File: src/sv/rfp_pkg.sv
// ----------------------------------------------------------------------------
// rfp_pkg: shared definitions of the reader frame parser
// constants, register codes, event codes and the frame record that the
// front end hands to the back end
// ----------------------------------------------------------------------------
`default_nettype none

package rfp_pkg;

    // frame storage
    localparam int MAX_PARAMS   = 32;
    localparam int EPC_BYTES    = 12;
    localparam int EPC_OFFSET   = 3;
    localparam int POLL_MIN_LEN = EPC_OFFSET + EPC_BYTES;
    // only the bytes that a result can ever show are kept
    localparam int KEEP_BYTES   = (MAX_PARAMS < POLL_MIN_LEN) ? MAX_PARAMS : POLL_MIN_LEN;
    localparam int KEEP_IDX_W   = $clog2(KEEP_BYTES);
    localparam int EPC_W        = 8 * EPC_BYTES;
    localparam int EPC_HIGH_W   = 32;
    localparam int EPC_LOW_W    = EPC_W - EPC_HIGH_W;

    // field widths
    localparam int BYTE_W    = 8;
    localparam int LEN_W     = 16;
    localparam int EVENT_W   = 3;
    localparam int PC_W      = 16;
    localparam int CFG_IDX_W = 3;

    // queue between front and back end
    localparam int QUEUE_DEPTH = 2;
    localparam int QPTR_W      = (QUEUE_DEPTH > 1) ? $clog2(QUEUE_DEPTH) : 1;
    localparam int QCNT_W      = $clog2(QUEUE_DEPTH + 1);

    typedef enum logic [CFG_IDX_W-1:0] {
        CFG_HEADER     = 3'd0,
        CFG_END        = 3'd1,
        CFG_POLL       = 3'd2,
        CFG_MULTI_POLL = 3'd3,
        CFG_FAILURE    = 3'd4,
        CFG_INV_CODE   = 3'd5
    } t_cfg_idx;

    typedef struct packed {
        logic [BYTE_W-1:0] header_byte;
        logic [BYTE_W-1:0] end_byte;
        logic [BYTE_W-1:0] poll_command;
        logic [BYTE_W-1:0] multi_poll_command;
        logic [BYTE_W-1:0] failure_command;
        logic [BYTE_W-1:0] inventory_fail_code;
    } t_cfg;

    typedef enum logic [EVENT_W-1:0] {
        EV_NEW_TAG     = 3'd0,
        EV_SAME_TAG    = 3'd1,
        EV_TAG_REMOVED = 3'd2,
        EV_NO_TAG      = 3'd3,
        EV_FAILURE     = 3'd4,
        EV_BAD_FRAME   = 3'd5,
        EV_OTHER_FRAME = 3'd6
    } t_event;

    // frame class decided by the front end
    typedef enum logic [2:0] {
        FK_BAD,
        FK_POLL,
        FK_INV_FAIL,
        FK_FAIL,
        FK_OTHER
    } t_kind;

    typedef struct packed {
        t_kind                            kind;
        logic [BYTE_W-1:0]                command;
        logic                             has_param;
        logic [KEEP_BYTES-1:0][BYTE_W-1:0] params;
    } t_frame;

endpackage

`default_nettype wire

File: src/sv/rfp_queue.sv
// ----------------------------------------------------------------------------
// rfp_queue: short frame record queue
// decouples the byte parser from the result stage
// ----------------------------------------------------------------------------
`default_nettype none

module rfp_queue import rfp_pkg::*; (
    input  wire logic   i_clk,
    input  wire logic   i_rst_n,
    input  wire logic   i_push,
    input  wire t_frame i_frame,
    input  wire logic   i_pop,
    output t_frame      o_frame,
    output logic        o_full,
    output logic        o_empty
);

    t_frame             r_mem [QUEUE_DEPTH];
    logic [QPTR_W-1:0]  r_wr_ptr;
    logic [QPTR_W-1:0]  r_rd_ptr;
    logic [QCNT_W-1:0]  r_count;

    logic do_push;
    logic do_pop;

    assign o_full  = (r_count == QCNT_W'(QUEUE_DEPTH));
    assign o_empty = (r_count == '0);
    assign do_push = i_push && !o_full;
    assign do_pop  = i_pop && !o_empty;
    assign o_frame = r_mem[r_rd_ptr];

    function automatic logic [QPTR_W-1:0] ptr_inc(input logic [QPTR_W-1:0] p);
        ptr_inc = (p == QPTR_W'(QUEUE_DEPTH - 1)) ? '0 : p + QPTR_W'(1);
    endfunction

    always_ff @(posedge i_clk) begin
        if (!i_rst_n) begin
            r_wr_ptr <= '0;
            r_rd_ptr <= '0;
            r_count  <= '0;
        end else begin
            if (do_push) begin
                r_wr_ptr <= ptr_inc(r_wr_ptr);
            end
            if (do_pop) begin
                r_rd_ptr <= ptr_inc(r_rd_ptr);
            end
            if (do_push && !do_pop) begin
                r_count <= r_count + QCNT_W'(1);
            end else if (do_pop && !do_push) begin
                r_count <= r_count - QCNT_W'(1);
            end
        end
    end

    always_ff @(posedge i_clk) begin
        if (do_push) begin
            r_mem[r_wr_ptr] <= i_frame;
        end
    end

`ifndef SYNTHESIS
    a_count_range: assert property (@(posedge i_clk) disable iff (!i_rst_n)
        r_count <= QCNT_W'(QUEUE_DEPTH))
        else $error("queue fill count out of range");
    a_push_kept: assert property (@(posedge i_clk) disable iff (!i_rst_n)
        (i_push && !i_pop) |-> !o_full)
        else $error("frame record pushed into a full queue");
`endif

endmodule

`default_nettype wire

File: config.mk
export PLATFORM = sky130hd
export DESIGN_NAME = rfp_queue
export DESIGN_NICKNAME = d
export VERILOG_FILES = /design/src/sv/rfp_pkg.sv /design/src/sv/rfp_queue.sv
export SDC_FILE = /design/constraint.sdc
export NUM_CORES = 1
export LEC_CHECK = 0
export BUFFER_PORTS_ARGS = -buffer_cell sky130_fd_sc_hd__clkbuf_2
export CAP_MARGIN = 15
export CORE_ASPECT_RATIO = 0.9
export CORE_MARGIN = 2
export CORE_UTILIZATION = 47
export CTS_CLUSTER_SIZE = 40
export DETAILED_ROUTE_END_ITERATION = 8
export PLACE_DENSITY = 0.75
export SYNTH_ARGS = -nofsm -noshare
export SYNTH_HDL_FRONTEND = slang
export SYNTH_SLANG_ARGS = --single-unit
File: constraint.sdc
create_clock -name i_clk -period 6.4 [get_ports i_clk]
set_clock_uncertainty 0.05 [all_clocks]
set_input_delay 0.32 -clock i_clk [delete_from_list [all_inputs] [get_ports i_clk]]
set_output_delay 0.32 -clock i_clk [all_outputs]
set_load 0.01 [all_outputs]
==> parameters.txt <==
Parameter                              Value

Outcome
  Outcome ... finished clean

Yosys
  Prevailing post-synth register cell ... edfxtp_1
  Proportion of register bits with asynchronous set or reset after synthesis ... 0%
  Dominant cells by area after synthesis ... edfxtp_1, mux2_4, mux2_2, buf_6, dfxtp_1
  Main combinational cell family by area after synthesis ... multiplexers
  Post-Syn Nets ... between 500 and 600
  Syn avg cell area ... between 20 and 25 sq um
  Post-synthesis register bit count ... between 200 and 300
  Distinct cell type count of the synthesized netlist ... 22
  Post-synthesis share of cell area spent on xor and xnor gates ... 0.260%
  Synthesized instance count ... 436
  Simple-gate share of the synthesized area ... 0.546%
  Mux contribution to synthesized area ... 17.7%
  Share of synthesized area occupied by flip-flops and latches ... 79.6%
  Combined area of all synthesized cells ... 10100 sq um
  Adder-Cell Fraction of Synth Area ... 0.124%
  Number of synthesized flops with an enable pin ... between 200 and 300
  Share of the synthesized area in compound gates (AO/OA/AOI/OAI) ... 0.322%
  Top cell type by total area after synthesis ... edfxtp_1
  Number of warnings printed during yosys synthesis ... 0
  Share of Yosys cell area claimed by the top area cell type ... 78.6%

Detailed routing
  Antenna violation net count after detailed routing ... 0
  Total Routed Length ... ~21000 um
  Total iterations of the first detailed-routing run ... 4
  Post-DR vias/cell ... 4.80
  Routed vias ... 5599
  DRC ... 0
  Average detailed-routed wire length per instance ... about 18 um
  Initial DRC count ... roughly 260

STA
  Hold Violations, Final ... 0
  RSZ-0062 raised after global routing ... false
  Final critical-path share of the clock period ... 47.0%
  Worst Max-Slew Pin Slew ... 1.15 ns
  Post-layout minimum cycle time ... 3.01 ns
  Total negative slack ... 0 ns
  WHS ... 0.158 ns
  Final Max Slew Viols ... 0
  Slew headroom ... 23.3%
  Final setup violation count ... 0
  Maximum achievable frequency ... ~330 MHz

Cells and area
  Area used by multi-input combinational logic ... 1920 sq um
  Layout Area Growth over Synthesis ... 38.5%
  Seq. cell area ... 8030 sq um
  Final #Nets ... slightly below 1000
  Share of layout cells above drive strength 1 ... 51.4%
  Fill cell count ... around 1300

Floorplan
  Area of the die ... 22700 sq um
  I/O Pins ... 270
  Placeable core region ... 21000 sq um
  Height of the die ... 143 um
  Starting density of the core ... 48.1%
  Number of standard-cell rows in the floorplan ... 50
  Die X ... 158 um

GRT
  Maximum number of pins on one net before global-route repair ... 82
  Number of global-route vias before repair ... 5906
  Global-route wire length before repair ... between 30000 and 40000 um
  Overall track demand over capacity in global routing ... between 10% and 20%
  GR Overflow Total ... 0
  Initial antenna violation count ... 1

Setup path
  Critical path peak fanout ... 58
  Worst Setup Start Kind ... register
  Worst EP required ... 6.03 ns
  Terminus of the critical flop-to-flop path ... r_mem[1][117]
  Source of the worst register-to-register timing path ... r_count[0]
  Count of buffering cells on the critical path with inverters included ... 2
  Endpoint class of the critical path ... output port
  Standard cell with the maximum stage delay on the critical path ... buf_4
  Cells on worst reg2reg path ... 3
  Register-to-register setup slack ... ~3.6 ns
  Crit path kind ... register to output port
  Maximum single-stage delay on the critical path ... between 0.8 and 0.9 ns
  CP Cell Sequence ... buf_4 > mux2_2 > clkbuf_2
  Cell class contributing the biggest share of worst-path delay ... buffers and inverters
  Data arrival at the endpoint of the critical path ... 2.64 ns

Min path
  Worst Hold Endpoint ... r_wr_ptr
  Hold wc startpoint ... i_push
  Hold crit path type ... primary input to register
  Hold-critical path depth ... 3

Placed design
  Final HPWL DP ... 12700 um
  Final GP Congestion ... 0.708
  Count of input and output buffers ... 269

Power and ir drop
  Pwr dens ... ~380 nW/um^2
  VDD IR-drop max ... 0.344 mV
  Power consumption ... 5.29 mW
  Leakage Power ... ~5.5 nW

Clock network
  Clock buffers created by TritonCTS ... 28
  Post-cts sizing count ... 0
  Clock tree from TritonCTS ... yes
  Clock network latency to the later pin of the worst-skew pair ... 0.52 ns
  Level count of the clock H-tree ... 1
  Clock Sink Count ... 269
  Root buffer cell ... clkbuf_16
  Number of buffers on the longest clock path ... 3
  Clock-pin transition on the worst setup and hold timing paths ... 0.06 ns

Flow run
  Max-cap viol count ... 0
-- synth_stat cells (2+ instances only) --
| master | number |
|---|---|
| and2_1 | 3 |
| buf_2 | 5 |
| buf_6 | 9 |
| dfxtp_1 | 5 |
| edfxtp_1 | 264 |
| inv_1 | 2 |
| mux2_2 | 52 |
| mux2_4 | 80 |
| nor2_1 | 2 |
| xnor2_1 | 2 |
-- placed cells by master (no fill, tap or decap), types with 2 or more instances in the layout --
cell | Yosys | layout
inv_1 | 2 | 2
bufinv_16 | 0 | 4
buf_4 | 0 | 5
nor2_1 | 2 | 2
edfxtp_1 | 264 | 264
dfxtp_1 | 5 | 4
clkbuf_16 | 0 | 29
clkbuf_2 | 0 | 269
mux2_2 | 52 | 52
and2_1 | 3 | 3
mux2_4 | 80 | 80
clkinvlp_4 | 0 | 2
dlygate4sd3_1 | 0 | 133
clkinv_1 | 0 | 4
xnor2_1 | 2 | 2
clkinv_2 | 0 | 6
clkbuf_1 | 0 | 4
-- metrics by stage --
step | instances | worst slack, ns | util (%) | instance area, sq um
5_1_grt | 1166 | 3.23 | 66.7 | 14000
6_report | 1166 | 3.39 | 66.7 | 14000
3_3_place_gp | 981 | 3.72 | 55.9 | 11700
2_1_floorplan | 436 | 0.0708 | - | 10100
4_1_cts | 1165 | 3.36 | 66.7 | 14000
3_5_place_dp | 981 | 3.61 | 55.9 | 11700
-- power by group --
| group | leakage [nW] | internal [mW] | switching, mW |
|---|---|---|---|
| Sequential | 2.51 | 2.22 | 0.0909 |
| Combinational | 2.52 | 0.679 | 0.673 |
| Clock | 0.457 | 0.987 | 0.639 |
| Total | 5.49 | 3.89 | 1.40 |
-- cells by family (layout without fill, tap and decap cells) --
logic type,after synthesis,in the layout
compound gates,5,5
xor+xnor,3,3
fa+ha+maj,1,1
buf+inv,17,460
flops,269,269
mux,132,132
other cells,0,1
simple gates,9,9
-- final cells by class --
cell class,count,share of cell area (%)
Inverter,2,0.0537
Tap cell,286,2.56
Clock inverter,18,1.41
Clock buffer,33,5.30
Multi-Input combinational cell,150,13.8
Sequential cell,269,57.5
Antenna cell,1,0.0179
Timing Repair Buffer,407,19.4
-- worst register-to-register path: stages, from the launching register on --
cell and delay [ns]:
dfxtp_1 0.42, nand2b_1 0.20, and3_4 0.95, buf_4 0.80
-- routing by layer --
layer / GRT usage [%] / wire (um) / vias to the layer above
met2: 32.5 / 10800 / 235
met1: 20.1 / 8440 / 2741
met4: 4.88 / 453 / 0
met5: 0 / 0 / -
li1: - / - / 2588
met3: 4.73 / 1430 / 35
-- state kept, by name (all words and copies together) (netlist names), named ones only --
| register | count |
|---|---|
| r_mem | 264 |
| r_count | 2 |
| r_rd_ptr | 1 |
| r_wr_ptr | 1 |
-- what timing repair did --
item                                    4_1_cts  5_1_grt
hold endpoints to repair                    268        0
endpoints found under the setup margin        0        0
buffers inserted                              0        0
hold buffers                                133        0
-- how the worst max path moves through the flow --
stage / from / endpoint / slack (ns) / depth (start not counted)
4_1_cts: register / o_frame[10] / 3.36 / 3
3_5_place_dp: r_count[0] / r_mem[1][117] / 3.61 / 3
6_report: register / o_frame[109] / 3.39 / 3
2_1_floorplan: r_count[0] / r_mem[0][0] / 0.07 / 3
5_1_grt: register / o_frame[109] / 3.23 / 3
3_3_place_gp: r_count[0] / r_mem[1][114] / 3.72 / 3
Note: power is estimated with default switching activity, not from simulation.
